==> config.mk <==
export PLATFORM = sky130hd
export DESIGN_NAME = rgb_to_hsv_pixel_flat
export DESIGN_NICKNAME = d
export VERILOG_FILES = /design/src/design/rhp_pkg.sv /design/src/design/rhp_rgb_if.sv /design/src/design/rhp_hsv_if.sv /design/src/design/rgb_to_hsv_pixel.sv /design/src/flat_wrapper.sv
export SDC_FILE = /design/constraint.sdc
export NUM_CORES = 1
export LEC_CHECK = 0
export BUFFER_PORTS_ARGS = -buffer_cell sky130_fd_sc_hd__buf_2
export CORE_ASPECT_RATIO = 0.75
export CORE_MARGIN = 4
export CORE_UTILIZATION = 45
export CTS_BUF_LIST = sky130_fd_sc_hd__clkbuf_8
export DETAILED_ROUTE_END_ITERATION = 16
export SYNTH_ARGS = -nofsm -noshare
export SYNTH_HDL_FRONTEND = slang
export SYNTH_SLANG_ARGS = --single-unit
==> constraint.sdc <==
create_clock -name clk -period 7.6 [get_ports clk]
set_clock_uncertainty 0.15 [all_clocks]
set_input_delay 0 -clock clk [delete_from_list [all_inputs] [get_ports clk]]
set_output_delay 0 -clock clk [all_outputs]
set_load 0.01 [all_outputs]
==> src/design/rhp_pkg.sv <==
// Shared widths and constants for the RGB to HSV pixel converter.
package rhp_pkg;

  // Channel and result widths
  localparam int unsigned CH_W  = 8;
  localparam int unsigned HUE_W = 9;
  localparam int unsigned SAT_W = 6;

  // Dividend widths: hue numerator up to 360*255, saturation numerator up to 60*255
  localparam int unsigned HNUM_W = 17;
  localparam int unsigned SNUM_W = 14;

  // Angle constants in degrees
  localparam int unsigned DEG_SECTOR = 60;
  localparam int unsigned DEG_GREEN  = 2 * 60;
  localparam int unsigned DEG_BLUE   = 4 * 60;
  localparam int unsigned DEG_FULL   = 6 * 60;

  typedef logic [CH_W-1:0]  chan_t;
  typedef logic [HUE_W-1:0] hue_t;
  typedef logic [SAT_W-1:0] sat_t;

endpackage

==> src/design/rhp_rgb_if.sv <==
// Valid/ready channel that carries one RGB pixel.
interface rhp_rgb_if import rhp_pkg::*; ();
  logic  valid;
  logic  ready;
  chan_t red;
  chan_t green;
  chan_t blue;

  modport source (output valid, red, green, blue, input ready);
  modport sink   (input valid, red, green, blue, output ready);
endinterface

==> src/design/rhp_hsv_if.sv <==
// Valid/ready channel that carries one HSV result.
interface rhp_hsv_if import rhp_pkg::*; ();
  logic  valid;
  logic  ready;
  hue_t  hue;
  sat_t  saturation;
  chan_t value;

  modport source (output valid, hue, saturation, value, input ready);
  modport sink   (input valid, hue, saturation, value, output ready);
endinterface

==> src/design/rgb_to_hsv_pixel.sv <==
// RGB to HSV pixel converter: max/min stage, numerator stages, restoring divider, output.
//
// Converts one 8-bit RGB pixel per clock into hue (0..359 degrees), saturation
// (0..60, 60 meaning full) and value (largest channel). Throughput is one pixel
// every cycle while out_px.ready stays high. The item passes thirteen registers,
// the first loaded at the accepting edge: the two front stages (max/min, then
// span and scaled difference), the numerator stage at the divider entry, the
// nine stages of the restoring divider that produce one hue quotient bit each
// (the six saturation quotient bits are formed alongside in the last six), and
// the output register. Every stage holds its own valid bit and moves up whenever
// the stage after it is empty or moving, so bubbles close up under a stall and
// the input keeps accepting while a finished result waits. Grey pixels (max equal
// to min, black included) give hue and saturation of zero.
module rgb_to_hsv_pixel
  import rhp_pkg::*;
(
  input logic          clk,
  input logic          rst_n,
  rhp_rgb_if.sink      in_px,
  rhp_hsv_if.source    out_px
);

  localparam int unsigned DIV_STAGES = HUE_W;

  typedef enum logic [1:0] {
    SEC_RED,
    SEC_WRAP,
    SEC_GREEN,
    SEC_BLUE
  } sector_t;

  typedef struct packed {
    logic              grey;
    chan_t             hi;
    chan_t             span;
    logic [HNUM_W-1:0] hrem;
    hue_t              hq;
    logic [SNUM_W-1:0] srem;
    sat_t              sq;
  } div_t;

  // Stage 1: max, min, sector, signed difference
  logic               s1_v_r;
  logic               s1_rdy;
  chan_t              s1_hi_r, s1_lo_r;
  sector_t            s1_sec_r;
  logic signed [8:0]  s1_sd_r;
  chan_t              s1_hi_nxt, s1_lo_nxt;
  sector_t            s1_sec_nxt;
  logic signed [8:0]  s1_sd_nxt;

  // Stage 2: span and scaled difference
  logic               s2_v_r;
  logic               s2_rdy;
  chan_t              s2_hi_r, s2_span_r;
  sector_t            s2_sec_r;
  logic signed [14:0] s2_sd60_r;
  chan_t              s2_span_nxt;
  logic signed [14:0] s2_sd60_nxt;

  // Divider stages
  logic               dv_r  [DIV_STAGES+1];
  logic               d_rdy [DIV_STAGES+1];
  div_t               d_r   [DIV_STAGES+1];
  div_t               d_nxt [DIV_STAGES+1];

  // Output register
  logic               out_v_r;
  logic               o_rdy;
  hue_t               hue_r;
  sat_t               sat_r;
  chan_t              val_r;
  hue_t               hue_nxt;

  logic [HNUM_W-1:0]  offs;
  logic signed [17:0] numw;

  // Ready chain: a stage moves when it is empty or the next one moves
  assign o_rdy  = !out_v_r || out_px.ready;
  assign s1_rdy = !s1_v_r || s2_rdy;
  assign s2_rdy = !s2_v_r || d_rdy[0];
  assign in_px.ready = s1_rdy;

  // Find max, min and sector; red wins ties over green, green over blue
  always_comb begin
    chan_t m;
    m = (in_px.red > in_px.green) ? in_px.red : in_px.green;
    s1_hi_nxt = (in_px.blue > m) ? in_px.blue : m;
    m = (in_px.red < in_px.green) ? in_px.red : in_px.green;
    s1_lo_nxt = (in_px.blue < m) ? in_px.blue : m;
    if (s1_hi_nxt == in_px.red) begin
      s1_sec_nxt = (in_px.green >= in_px.blue) ? SEC_RED : SEC_WRAP;
      s1_sd_nxt  = $signed({1'b0, in_px.green}) - $signed({1'b0, in_px.blue});
    end else if (s1_hi_nxt == in_px.green) begin
      s1_sec_nxt = SEC_GREEN;
      s1_sd_nxt  = $signed({1'b0, in_px.blue}) - $signed({1'b0, in_px.red});
    end else begin
      s1_sec_nxt = SEC_BLUE;
      s1_sd_nxt  = $signed({1'b0, in_px.red}) - $signed({1'b0, in_px.green});
    end
  end

  // Span and sixty times the signed difference
  assign s2_span_nxt = s1_hi_r - s1_lo_r;
  assign s2_sd60_nxt = 15'(s1_sd_r) * 15'sd60;

  // Hue numerator: sector offset times span plus scaled difference
  always_comb begin
    case (s2_sec_r)
      SEC_RED:   offs = '0;
      SEC_WRAP:  offs = HNUM_W'(s2_span_r) * HNUM_W'(DEG_FULL);
      SEC_GREEN: offs = HNUM_W'(s2_span_r) * HNUM_W'(DEG_GREEN);
      SEC_BLUE:  offs = HNUM_W'(s2_span_r) * HNUM_W'(DEG_BLUE);
      default:   offs = '0;
    endcase
    numw = $signed({1'b0, offs}) + 18'(s2_sd60_r);
    d_nxt[0].grey = (s2_span_r == '0);
    d_nxt[0].hi   = s2_hi_r;
    d_nxt[0].span = s2_span_r;
    d_nxt[0].hrem = numw[HNUM_W-1:0];
    d_nxt[0].hq   = '0;
    d_nxt[0].srem = SNUM_W'(s2_span_r) * SNUM_W'(DEG_SECTOR);
    d_nxt[0].sq   = '0;
  end

  // Front stages
  always_ff @(posedge clk) begin
    if (!rst_n) begin
      s1_v_r <= 1'b0;
      s2_v_r <= 1'b0;
    end else begin
      if (s1_rdy) s1_v_r <= in_px.valid;
      if (s2_rdy) s2_v_r <= s1_v_r;
    end
    if (s1_rdy && in_px.valid) begin
      s1_hi_r  <= s1_hi_nxt;
      s1_lo_r  <= s1_lo_nxt;
      s1_sec_r <= s1_sec_nxt;
      s1_sd_r  <= s1_sd_nxt;
    end
    if (s2_rdy && s1_v_r) begin
      s2_hi_r   <= s1_hi_r;
      s2_span_r <= s2_span_nxt;
      s2_sec_r  <= s1_sec_r;
      s2_sd60_r <= s2_sd60_nxt;
    end
  end

  // Divider entry stage
  always_ff @(posedge clk) begin
    if (!rst_n) begin
      dv_r[0] <= 1'b0;
    end else if (d_rdy[0]) begin
      dv_r[0] <= s2_v_r;
    end
    if (d_rdy[0] && s2_v_r) begin
      d_r[0] <= d_nxt[0];
    end
  end

  // Restoring divider: one hue quotient bit per stage, saturation in the last six
  for (genvar k = 0; k < DIV_STAGES; k++) begin : g_div
    localparam int unsigned HB = HUE_W - 1 - k;

    if (k == DIV_STAGES - 1) begin : g_last
      assign d_rdy[k] = !dv_r[k] || d_rdy[k+1];
    end else begin : g_mid
      assign d_rdy[k] = !dv_r[k] || d_rdy[k+1];
    end

    always_comb begin
      logic [HNUM_W-1:0] hsub;
      logic [SNUM_W-1:0] ssub;
      d_nxt[k+1] = d_r[k];
      hsub = HNUM_W'(d_r[k].span) << HB;
      ssub = '0;
      if (d_r[k].hrem >= hsub) begin
        d_nxt[k+1].hrem   = d_r[k].hrem - hsub;
        d_nxt[k+1].hq[HB] = 1'b1;
      end
      if (HB < SAT_W) begin
        ssub = SNUM_W'(d_r[k].hi) << HB;
        if (d_r[k].srem >= ssub) begin
          d_nxt[k+1].srem = d_r[k].srem - ssub;
          d_nxt[k+1].sq[HB % SAT_W] = 1'b1;
        end
      end
    end

    always_ff @(posedge clk) begin
      if (!rst_n) begin
        dv_r[k+1] <= 1'b0;
      end else if (d_rdy[k+1]) begin
        dv_r[k+1] <= dv_r[k];
      end
      if (d_rdy[k+1] && dv_r[k]) begin
        d_r[k+1] <= d_nxt[k+1];
      end
    end
  end

  assign d_rdy[DIV_STAGES] = !dv_r[DIV_STAGES] || o_rdy;

  // Wrap a full turn back to zero
  assign hue_nxt = (d_r[DIV_STAGES].hq >= HUE_W'(DEG_FULL))
                 ? d_r[DIV_STAGES].hq - HUE_W'(DEG_FULL)
                 : d_r[DIV_STAGES].hq;

  // Output register; force hue and saturation to zero for grey
  always_ff @(posedge clk) begin
    if (!rst_n) begin
      out_v_r <= 1'b0;
    end else if (o_rdy) begin
      out_v_r <= dv_r[DIV_STAGES];
    end
    if (o_rdy && dv_r[DIV_STAGES]) begin
      hue_r <= d_r[DIV_STAGES].grey ? '0 : hue_nxt;
      sat_r <= d_r[DIV_STAGES].grey ? '0 : d_r[DIV_STAGES].sq;
      val_r <= d_r[DIV_STAGES].hi;
    end
  end

  assign out_px.valid      = out_v_r;
  assign out_px.hue        = hue_r;
  assign out_px.saturation = sat_r;
  assign out_px.value      = val_r;

endmodule

==> src/flat_wrapper.sv <==
// flat-port wrapper written by rule: the top's interface ports become plain ports
module rgb_to_hsv_pixel_flat import rhp_pkg::*;
  (clk, rst_n, in_px_valid, in_px_red, in_px_green, in_px_blue, in_px_ready, out_px_valid, out_px_hue, out_px_saturation, out_px_value, out_px_ready);
  rhp_rgb_if in_px_i ();
  rhp_hsv_if out_px_i ();
  input logic clk;
  input logic rst_n;
  input wire logic [$bits(in_px_i.valid)-1:0] in_px_valid;
  input wire logic [$bits(in_px_i.red)-1:0] in_px_red;
  input wire logic [$bits(in_px_i.green)-1:0] in_px_green;
  input wire logic [$bits(in_px_i.blue)-1:0] in_px_blue;
  output wire logic [$bits(in_px_i.ready)-1:0] in_px_ready;
  output wire logic [$bits(out_px_i.valid)-1:0] out_px_valid;
  output wire logic [$bits(out_px_i.hue)-1:0] out_px_hue;
  output wire logic [$bits(out_px_i.saturation)-1:0] out_px_saturation;
  output wire logic [$bits(out_px_i.value)-1:0] out_px_value;
  input wire logic [$bits(out_px_i.ready)-1:0] out_px_ready;
  assign in_px_i.valid = in_px_valid;
  assign in_px_i.red = in_px_red;
  assign in_px_i.green = in_px_green;
  assign in_px_i.blue = in_px_blue;
  assign in_px_ready = in_px_i.ready;
  assign out_px_valid = out_px_i.valid;
  assign out_px_hue = out_px_i.hue;
  assign out_px_saturation = out_px_i.saturation;
  assign out_px_value = out_px_i.value;
  assign out_px_i.ready = out_px_ready;
  rgb_to_hsv_pixel u_core (.clk(clk), .rst_n(rst_n), .in_px(in_px_i), .out_px(out_px_i));
endmodule
# Word-level counts from Yosys, hierarchy flattened
# Memory sizes are Yosys's and may differ from the RTL's.
# Index checks and enable logic that the tools add are counted.
[classes]
addsub = 21
multipliers = 5
order_cmp = 21
eq_ne = 5
muxes = 100
bitwise = 10
n_reduce_logical = 41
[op_table]
columns = ["op", "n"]
rows = [
  ["17-bit two-way mux", 8],
  ["1-bit two-way mux", 76],
  ["14-bit two-way mux", 5],
  ["17-bit one-hot mux with 4 select lines", 1],
  ["8-bit by 4-bit multiplier with 12-bit output (second input constant)", 3],
  ["8-bit two-way mux", 4],
  ["9-bit two-way mux", 3],
  ["8-bit by 8-bit subtractor with 9-bit output", 3],
  ["18-bit two-way mux", 1],
  ["17-bit by 15-bit adder with 17-bit output", 1],
  ["17-bit by 10-bit greater-or-equal comparator with 1-bit output", 1],
  ["17-bit by 11-bit greater-or-equal comparator with 1-bit output", 1],
  ["17-bit by 12-bit greater-or-equal comparator with 1-bit output", 1],
  ["17-bit by 13-bit greater-or-equal comparator with 1-bit output", 1],
  ["17-bit by 14-bit greater-or-equal comparator with 1-bit output", 1],
  ["17-bit by 15-bit greater-or-equal comparator with 1-bit output", 1],
  ["17-bit by 16-bit greater-or-equal comparator with 1-bit output", 1],
  ["17-bit by 8-bit greater-or-equal comparator with 1-bit output", 1],
  ["17-bit by 9-bit greater-or-equal comparator with 1-bit output", 1],
  ["17-bit by 10-bit subtractor with 17-bit output", 1],
  ["17-bit by 11-bit subtractor with 17-bit output", 1],
  ["17-bit by 12-bit subtractor with 17-bit output", 1],
  ["17-bit by 13-bit subtractor with 17-bit output", 1],
  ["17-bit by 14-bit subtractor with 17-bit output", 1],
  ["35 further kinds", 84],
]
[totals]
ff_bits = 84
ram_bits = 640
in_bits = 28
output_inout_bits = 25
elab_cells = 219
mem_count = 2
[mem_list]
columns = ["memory", "depth", "word_bits", "rd", "rd_clocked_by_memory_dff", "write_ports", "line_no", "text"]
rows = [
  ["u_core.d_r", 10, 63, 10, 0, 10, "rgb_to_hsv_pixel.sv:64", "div_t d_r [DIV_STAGES+1];"],
  ["u_core.dv_r", 10, 1, 10, 0, 10, "rgb_to_hsv_pixel.sv:62", "logic dv_r [DIV_STAGES+1];"],
]

# Logic depth before layout (Yosys ltp)
# Gate-level depths: netlist of run 1.
[logic_depth]
ltp_word = 16
depth_mapped = 21

# Worst setup path before layout of run 1
# OpenSTA, ideal clock, no wires.
[synth_path]
path_type = "register -> register"
start = "register u_core.out_v_r (netlist: u_core.out_px.valid), read port of u_core.dv_r"
end = "memory u_core.d_r[8][10] (netlist name) (enable)"
t_arrival_ps = 4979
required_time_ps = 6884
setup_slack_ps = 1904
path_stages_with_launch = 4
n_path_buf = 0
synth_period_minus_slack_ps = 5696
path_cell_list = "dfxtp_1 > nor2b_1 > and2_1 > a21boi_0"
[synth_rtl]
columns = ["item", "line_no", "text"]
rows = [
  ["start: declaration", "rgb_to_hsv_pixel.sv:68", "logic out_v_r;"],
  ["end: declaration", "rgb_to_hsv_pixel.sv:64", ""],
]

# Worst setup path after layout of run 1
[layout_path]
start = "input port in_px_green[6]"
end = "register u_core.s1_sd_r[0], data pin"
[layout_between]
elab_chain_cells = 7
word_cells_on_any_way = 8
[layout_rtl]
columns = ["item", "line_no", "text"]
rows = [
  ["start: declaration", "flat_wrapper.sv:10", "input wire logic [$bits(in_px_i.green)-1:0] in_px_green;"],
  ["8-bit greater-than comparator", "rgb_to_hsv_pixel.sv:87", "m = (in_px.red > in_px.green) ? in_px.red : in_px.green;"],
  ["8-bit two-way mux", "rgb_to_hsv_pixel.sv:87", ""],
  ["8-bit greater-than comparator", "rgb_to_hsv_pixel.sv:88", "s1_hi_nxt = (in_px.blue > m) ? in_px.blue : m;"],
  ["8-bit two-way mux", "rgb_to_hsv_pixel.sv:88", ""],
  ["8-bit == test", "rgb_to_hsv_pixel.sv:94", "end else if (s1_hi_nxt == in_px.green) begin"],
  ["9-bit two-way mux", "rgb_to_hsv_pixel.sv:94", ""],
  ["9-bit two-way mux *", "rgb_to_hsv_pixel.sv:91", "if (s1_hi_nxt == in_px.red) begin"],
  ["named net u_core.s1_sd_nxt[0]", "rgb_to_hsv_pixel.sv:50", "logic signed [8:0] s1_sd_nxt;"],
  ["end signal: assignment", "rgb_to_hsv_pixel.sv:139", "s1_sd_r <= s1_sd_nxt;"],
  ["end: declaration", "rgb_to_hsv_pixel.sv:47", "logic signed [8:0] s1_sd_r;"],
]
# Mark *: on every way through the listed nets, which the timed path passes. The rest lies on a longest branch.
# A chain may end at the register's enable or synchronous reset.

==> impl_results.md, run 1 <==
* Synthesized cell area at 30,300 um2
* I/O pins at 53
* Seq pwr share at 42.4%
* GR Overflow Total at 0
* Area growth syn-to-layout at 11.7%
* Violation count after the first detailed-routing iteration at 1,123
* Core footprint at 66,800 um2
* First drt pass iteration count at 5
* # DRC at 0
* Net Sw Power at 0.00278 W
* Global-route usage over all layers at 16.2%
* Worst-path clk slew at 0.07 ns
* Max cap viols at 0
* Slew Viols, Final at 0
* Async set-reset flop share out of synthesis at 0%
* Share of layout cells above drive strength 1 at 8.83%
* Internal power at 0.00604 W
* CTS Buffer Depth at 3
* Fmax at 0.165 GHz
* CP cell instances: dlygate4sd3_1 > buf_2 > inv_1 > ha_1 > nand3_1 > a211oi_2 > o21a_4 > mux2i_1 > ha_1 > a21oi_1 > o21ai_0 > nor2b_1 > nor2_2 > nor2_1 > a211oi_1 > o22ai_1 > nor4_4 > mux2i_1 > dlygate4sd3_1
* Fin. Hold Viols at 0
* Post-synthesis average cell area at 12.1 um2
* Critical Path Fanout Max at 18
* Fin nets at 2,993
* Run status: finished clean
* Sequential-to-total area share from yosys stat at 55.4%
* Synth top area cells: edfxtp_1 55%, ha_1 10%, inv_1 4.1%
* CP bufs+invs at 4
* CP arrival at 6.29 ns
* HPWL after detailed placement at 42.2 mm
* Worst vdd ir at 0.345 mV
* Required @ worst endpoint at 7.84 ns
* Die width at 308 um
* Worst min-delay path class: in2reg
* CTS H-tree depth at 3
* CP Class: in2reg
* Clock group share of total power at 26.8%
* # setup viols final at 0
* Root Buffer: clkbuf_8
* CTS tree: yes
* Yosys top cell area share at 55.1%
* Leak at 13.4 nW
* Final setup TNS at 0 ns
* Total power at 0.00882 W
* Number of antenna-violating nets in the routed design at 0
* CP peak stage delay at 0.87 ns
* Die area at 71,600 um2
* Largest net degree at the start of global routing at 60
* Vias in the first global route at 18,900
* Vias per std cell at 5.13
* Slowest CP cell: nor4_4
* Syn nets at 2,824
* Worst slew margin relative to its limit at 18.2%
* Worst slew pin tran at 1.22 ns
* Placer Congestion at 0.861
* Synth cell types at 82
* Pwr dens at 261 nW/um2
* Most common cell in the netlist: edfxtp_1
* Initial antenna violation count at 2
* First-pass GRT wire length at 94.2 mm
* Post-DR wirelength/cell at 15.5 um
* Later-pin clock latency in the skew report at 0.67 ns
* Cells after Synth at 2,499
* Number of flops mapped to enable cells by yosys at 556
* Seq cells post-synth at 560
* Crit path time final at 6.05 ns
* CP endpoint kind: flip-flop
* Sw frac at 31.5%
* RSZ-0062 raised after global routing: false
* CTS buffer count at 89
* Combinational share of power at 30.8%
* YS warnings at 0
* Final period utilization at 79.6%
* Initial core utilization at 45.4%
* Ys flop type: edfxtp_1
* Most frequent cells after synthesis: 556 x edfxtp_1, 335 x inv_1, 243 x ha_1
* Critical path's top delay family: simple AND/OR/NAND/NOR gates
* CTS sink count at 560
* Die Ht at 233 um
* Largest area contributor in the netlist: edfxtp_1
* Vias post-DR at 18,600
* Row count at 82
* PortBufs at 52
* CP startpoint kind: input pin
* Final WL at 56.3 mm
[worst register-to-register path, cell delays in order (launching register included)]
cell and delay, ns:
edfxtp_1 0.53, inv_1 0.24, fa_1 0.47, fa_1 0.51, inv_1 0.04, ha_1 0.33, nor2b_1 0.15, o21ai_0 0.14
nand2b_1 0.10, a21o_1 0.18, a21oi_1 0.24, o21ai_0 0.16, xor2_1 0.21, a21oi_1 0.18, a21oi_1 0.08, ha_1 0.27
or3_1 0.37, nor3_1 0.15, nor3_1 0.11, a31o_2 0.26, xnor2_1 0.11
[final timing paths]
kind                                                    start  cells past startpoint  slack (ns)                           to
worst max register to register  u_core.s2_span_r[3]$_DFFE_PP_                     20        2.39  u_core.d_r[0][45]$_DFFE_PP_
worst min register to register    u_core.d_r[1][57]$_DFFE_PP_                      0        0.24  u_core.d_r[2][57]$_DFFE_PP_
worst max-delay path                           in_px_green[6]                     19        1.55  u_core.s1_sd_r[0]$_DFFE_PP_
worst min-delay path                             in_px_red[5]                      6         0.1  u_core.s1_sd_r[5]$_DFFE_PP_
[state kept, by name, indices dropped and copies added (netlist names)]
signal                    flops
u_core.s1_hi_r                8
u_core.out_px.valid           1
u_core.s1_lo_r                8
u_core.out_px.hue             9
u_core.s2_v_r                 1
u_core.out_px.saturation      6
u_core.s1_v_r                 1
u_core.s2_span_r              8
u_core.s2_sd60_r             13
u_core.out_px.value           8
u_core.s1_sec_r               2
u_core.s2_hi_r                8
u_core.dv_r                  10
u_core.s2_sec_r               2
u_core.s1_sd_r                9
u_core.d_r                  466
[per-layer routing]
| metal | GRT usage, % | up-vias | routed length (um) | part of all wire, % |
|---|---|---|---|---|
| met4 | 5.09 | 2 | 1570 | 2.8 |
| met3 | 3.24 | 128 | 2210 | 3.9 |
| met5 | 0 | - | 13 | 0.023 |
| met2 | 26.8 | 330 | 26200 | 46 |
| met1 | 21.5 | 8814 | 26400 | 47 |
| li1 | - | 9296 | - | - |
[cell type report]
class | instances | area [um2]
Antenna cell | 1 | 2.50
Clock buffer | 91 | 1250
Clock inverter | 72 | 389
Fill cell | 5773 | 33000
Inverter | 336 | 1260
Multi-Input combinational cell | 1566 | 12200
Sequential cell | 560 | 16800
Tap cell | 882 | 1100
Timing Repair Buffer | 115 | 856
[metrics by stage]
step                util (%)  setup WS, ns  hold slack (ns)  instance area (um2)  cells
finish                  50.7          1.55           0.0966                33800   3623
detailed placement      47.5          1.83            0.114                31700   3410
global route            50.7          1.18           0.0902                33800   3623
floorplan                  -          1.90          -0.0115                30300   2499
global placement        47.5          1.91           0.0937                31700   3410
CTS                     50.7          1.66           0.0179                33800   3622
[logic make-up after synthesis]
group / share of synthesized area, %
flops: 55.4
simple gates: 9.12
compound gates: 9.97
buf+inv: 4.68
fa+ha+maj: 13.6
xor+xnor: 4.60
mux: 2.67
[timing repair]
action                                 CTS  global route
endpoints found under the hold margin   98             0
gates resized for setup                  0             0
hold buffers                            49             0
setup buffers                            0             0
[power groups by stage]
stage,clock network [W],registers (W),logic [W]
2_1_floorplan,0,0.00377,0.00208
3_3_place_gp,0,0.00381,0.00264
3_5_place_dp,0,0.00381,0.00269
4_1_cts,0.00246,0.00374,0.00274
5_1_grt,0.00261,0.00375,0.00307
6_report,0.00236,0.00374,0.00272
[cells in the final DEF (no fill, tap or decap), drive strengths merged, types with 13 or more instances in the layout]
| cell | n |
|---|---|
| inv | 362 |
| o31ai | 16 |
| a21o | 39 |
| nand2 | 129 |
| ha | 243 |
| clkinv | 42 |
| a21oi | 144 |
| fa | 54 |
| a31oi | 13 |
| a21boi | 34 |
| o21bai | 14 |
| buf | 66 |
| o21ai | 134 |
| mux2 | 27 |
| nand2b | 32 |
| nand4 | 21 |
| nor2 | 156 |
| xnor2 | 100 |
| nor3 | 35 |
| edfxtp | 556 |
| nor2b | 65 |
| nand3 | 28 |
| mux2i | 50 |
| nor4 | 18 |
| o21a | 25 |
| dlygate4sd3 | 49 |
| clkbuf | 91 |
| xor2 | 59 |
Power figures use the tool's default switching activity.
==> inputs of run 2 (changes only) <==
--- a/config.mk
+++ b/config.mk
@@ -5,6 +5,7 @@
 export SDC_FILE = /design/constraint.sdc
 export NUM_CORES = 1
 export LEC_CHECK = 0
+export ABC_AREA = 1
 export BUFFER_PORTS_ARGS = -buffer_cell sky130_fd_sc_hd__buf_2
 export CORE_ASPECT_RATIO = 0.75
 export CORE_MARGIN = 4
==> constraint.sdc (replaced) <==
create_clock -name clk -period 5.45 [get_ports clk]
set_clock_uncertainty 0.15 [all_clocks]
set_input_delay 0 -clock clk [delete_from_list [all_inputs] [get_ports clk]]
set_output_delay 0 -clock clk [all_outputs]
set_load 0.01 [all_outputs]
==> run 2 against run 1 <==
Sequential power is 43% higher. Cell count is 9.6% higher. Highest routed layer is now met4. Combinational power is 69% higher. Clock-buffer cell count is 1 higher. Die area is 0.39% higher. Worst hold slack better by 0.0040 ns. Critical path depth is 9 higher. Global-route usage is 0.50 points higher.
==> impl_results.md, run 2 <==
* Required @ worst endpoint at 5.68 ns
* Final period utilization at 95.1%
* Initial core utilization at 45.5%
* HPWL after detailed placement at 44.6 mm
* CP Class: in2reg
* Post-synthesis average cell area at 10.8 um2
* Fmax at 0.193 GHz
* Worst min-delay path class: in2reg
* Largest area contributor in the netlist: edfxtp_1
* Post-DR wirelength/cell at 14.8 um
* Vias per std cell at 4.98
* Initial antenna violation count at 1
* Final setup TNS at 0 ns
* Root Buffer: clkbuf_8
* Final hold slack at 0.101 ns
* CTS tree: yes
* Cells after Synth at 2,823
* RSZ-0062 raised after global routing: false
* Largest net degree at the start of global routing at 60
* Setup WS pre-CTS at 0.384 ns
* Vias post-DR at 19,800
* Crit path time final at 5.18 ns
* # setup viols final at 0
* Max cap viols at 0
* CTS Buffer Depth at 3
* Worst setup margin at 0.268 ns
* Final WL at 58.8 mm
* PortBufs at 52
* Most common cell after layout, fill and taps aside: edfxtp_1
* Synth cell types at 58
* Worst-path clk slew at 0.06 ns
* CP arrival at 5.41 ns
* Run status: finished clean
* Leak at 14.3 nW
* CP startpoint kind: input pin
* Post-layout util at 51.0%
* Slew Viols, Final at 0
* Global-route usage over all layers at 16.7%
* Syn nets at 3,148
* Die width at 308 um
* Met1 Usage GRT at 20.8%
* CP endpoint kind: flip-flop
* Seq cells post-synth at 560
* Share of layout cells above drive strength 1 at 8.45%
* CTS sink count at 560
* Worst slew pin tran at 1.15 ns
* Critical Path Fanout Max at 12
* CTS buffer count at 91
* Max FFs per register at 466
* Yosys top cell area share at 54.9%
* Worst vdd ir at 0.343 mV
* Vias in the first global route at 20,100
* GR Util met2 at 28.9%
* Sequential-to-total area share from yosys stat at 55.1%
* CTS H-tree depth at 3
* GR Util met3 at 2.91%
* Pwr dens at 390 nW/um2
* Fin. Hold Viols at 0
* Synth top area cells: edfxtp_1 55%, ha_1 10%, nand2_1 5.9%
* Core footprint at 66,900 um2
* Number of antenna-violating nets in the routed design at 0
* Fin nets at 3,343
* Largest registers: u_core.d_r: 466 flops, u_core.s2_sd60_r: 13 flops, u_core.dv_r: 10 flops
* Ys flop type: edfxtp_1
* Die Ht at 233 um
* Violation count after the first detailed-routing iteration at 909
* # DRC at 0
* GR Overflow Total at 0
* Placer Congestion at 0.919
* Area growth syn-to-layout at 12.2%
* YS warnings at 0
* Row count at 82
* First-pass GRT wire length at 97.3 mm
* Fillers at 5,880
* Most frequent cells after synthesis: 556 x edfxtp_1, 480 x nand2_1, 468 x inv_1
* Die area at 71,900 um2
* Synthesized cell area at 30,400 um2
* Most frequent cells in the layout: 556 x edfxtp_1, 489 x inv_1, 479 x nand2_1
* First drt pass iteration count at 6
* Later-pin clock latency in the skew report at 0.67 ns
* Worst slew margin relative to its limit at 23.1%
* Async set-reset flop share out of synthesis at 0%
* Most common cell in the netlist: edfxtp_1
* Number of flops mapped to enable cells by yosys at 556
* GRT Max-Usage Layer: met2
* I/O pins at 53
* Largest reg by FF count: u_core.d_r
run 2: final cells by class:
cell class                      count  area, um2  area share, %
Antenna cell                        1       2.50        0.00733
Clock buffer                       92       1270           3.71
Clock inverter                     72        429           1.26
Inverter                          471       1770           5.18
Multi-Input combinational cell   1767      11800           34.7
Sequential cell                   560      16800           49.2
Tap cell                          882       1100           3.23
Timing Repair Buffer              127        951           2.79
run 2: kinds of logic after synthesis:
| kind of cell | synth area share [%] |
|---|---|
| AND/OR/NAND/NOR | 12.8 |
| flip-flops | 55.1 |
| buffers and inverters | 6.25 |
| AO/OA/AOI/OAI | 7.78 |
| adder cells (fa/ha/maj) | 13.5 |
| XOR/XNOR | 4.52 |
run 2: per-stage QoR:
step | cell area (um2) | total power [W] | instances
finish | 34100 | 0.0133 | 3972
global route | 34100 | 0.0144 | 3972
CTS | 34100 | 0.0135 | 3968
detailed placement | 31900 | 0.00992 | 3753
global placement | 31900 | 0.00984 | 3753
floorplan | 30400 | 0.00878 | 2823
run 2: per-layer routing:
layer	up-vias	part of all wire (%)	wire [um]
li1	10000	-	-
met1	9176	44	26200
met2	429	48	28000
met3	144	4.3	2510
met4	0	3.6	2140
met5	-	0	0
run 2: final timing paths:
kind	start	to	slack, ns	depth (start not counted)
hold reg to reg	u_core.d_r[1][58]$_DFFE_PP_	u_core.d_r[2][58]$_DFFE_PP_	0.24	0
setup reg to reg	u_core.s2_span_r[3]$_DFFE_PP_	u_core.d_r[0][45]$_DFFE_PP_	0.39	23
hold / removal	rst_n	u_core.dv_r[4][1]$_DFFE_PP_	0.10	3
setup / recovery	in_px_green[6]	u_core.s1_sd_r[3]$_DFFE_PP_	0.27	28
run 2: worst max-delay path: stages:
cell and delay (ns):
dlygate4sd3_1 0.52, buf_2 0.20, inv_1 0.12, ha_1 0.35, nand2_1 0.07, nand2_1 0.06, a21oi_1 0.18, nand3_2 0.19
buf_4 0.23, nand3_1 0.11, nand2_1 0.09, ha_1 0.29, a21oi_1 0.18, o21a_1 0.16, nand2_1 0.09, nand2_4 0.14
buf_4 0.19, nand3_1 0.13, dlygate4sd3_1 0.58, nand2_1 0.18, nand2_1 0.08, nand2_1 0.09, nand3_2 0.05, dlygate4sd3_1 0.63
nor2_8 0.15, nand2_4 0.13, nand3_2 0.11, nand2_1 0.07
run 2: timing repair:
action,in CTS,in global routing
resized for setup,0,7
hold buffers,51,0
setup endpoints to repair,0,12
hold endpoints to repair,99,0
buffers inserted,0,3
run 2: power by group:
| part | switching, W | total, W | internal, W |
|---|---|---|---|
| Clock | 0.00165 | 0.00338 | 0.00173 |
| Combinational | 0.00283 | 0.00461 | 0.00178 |
| Sequential | 0.000134 | 0.00534 | 0.00520 |
| Total | 0.00461 | 0.0133 | 0.00872 |
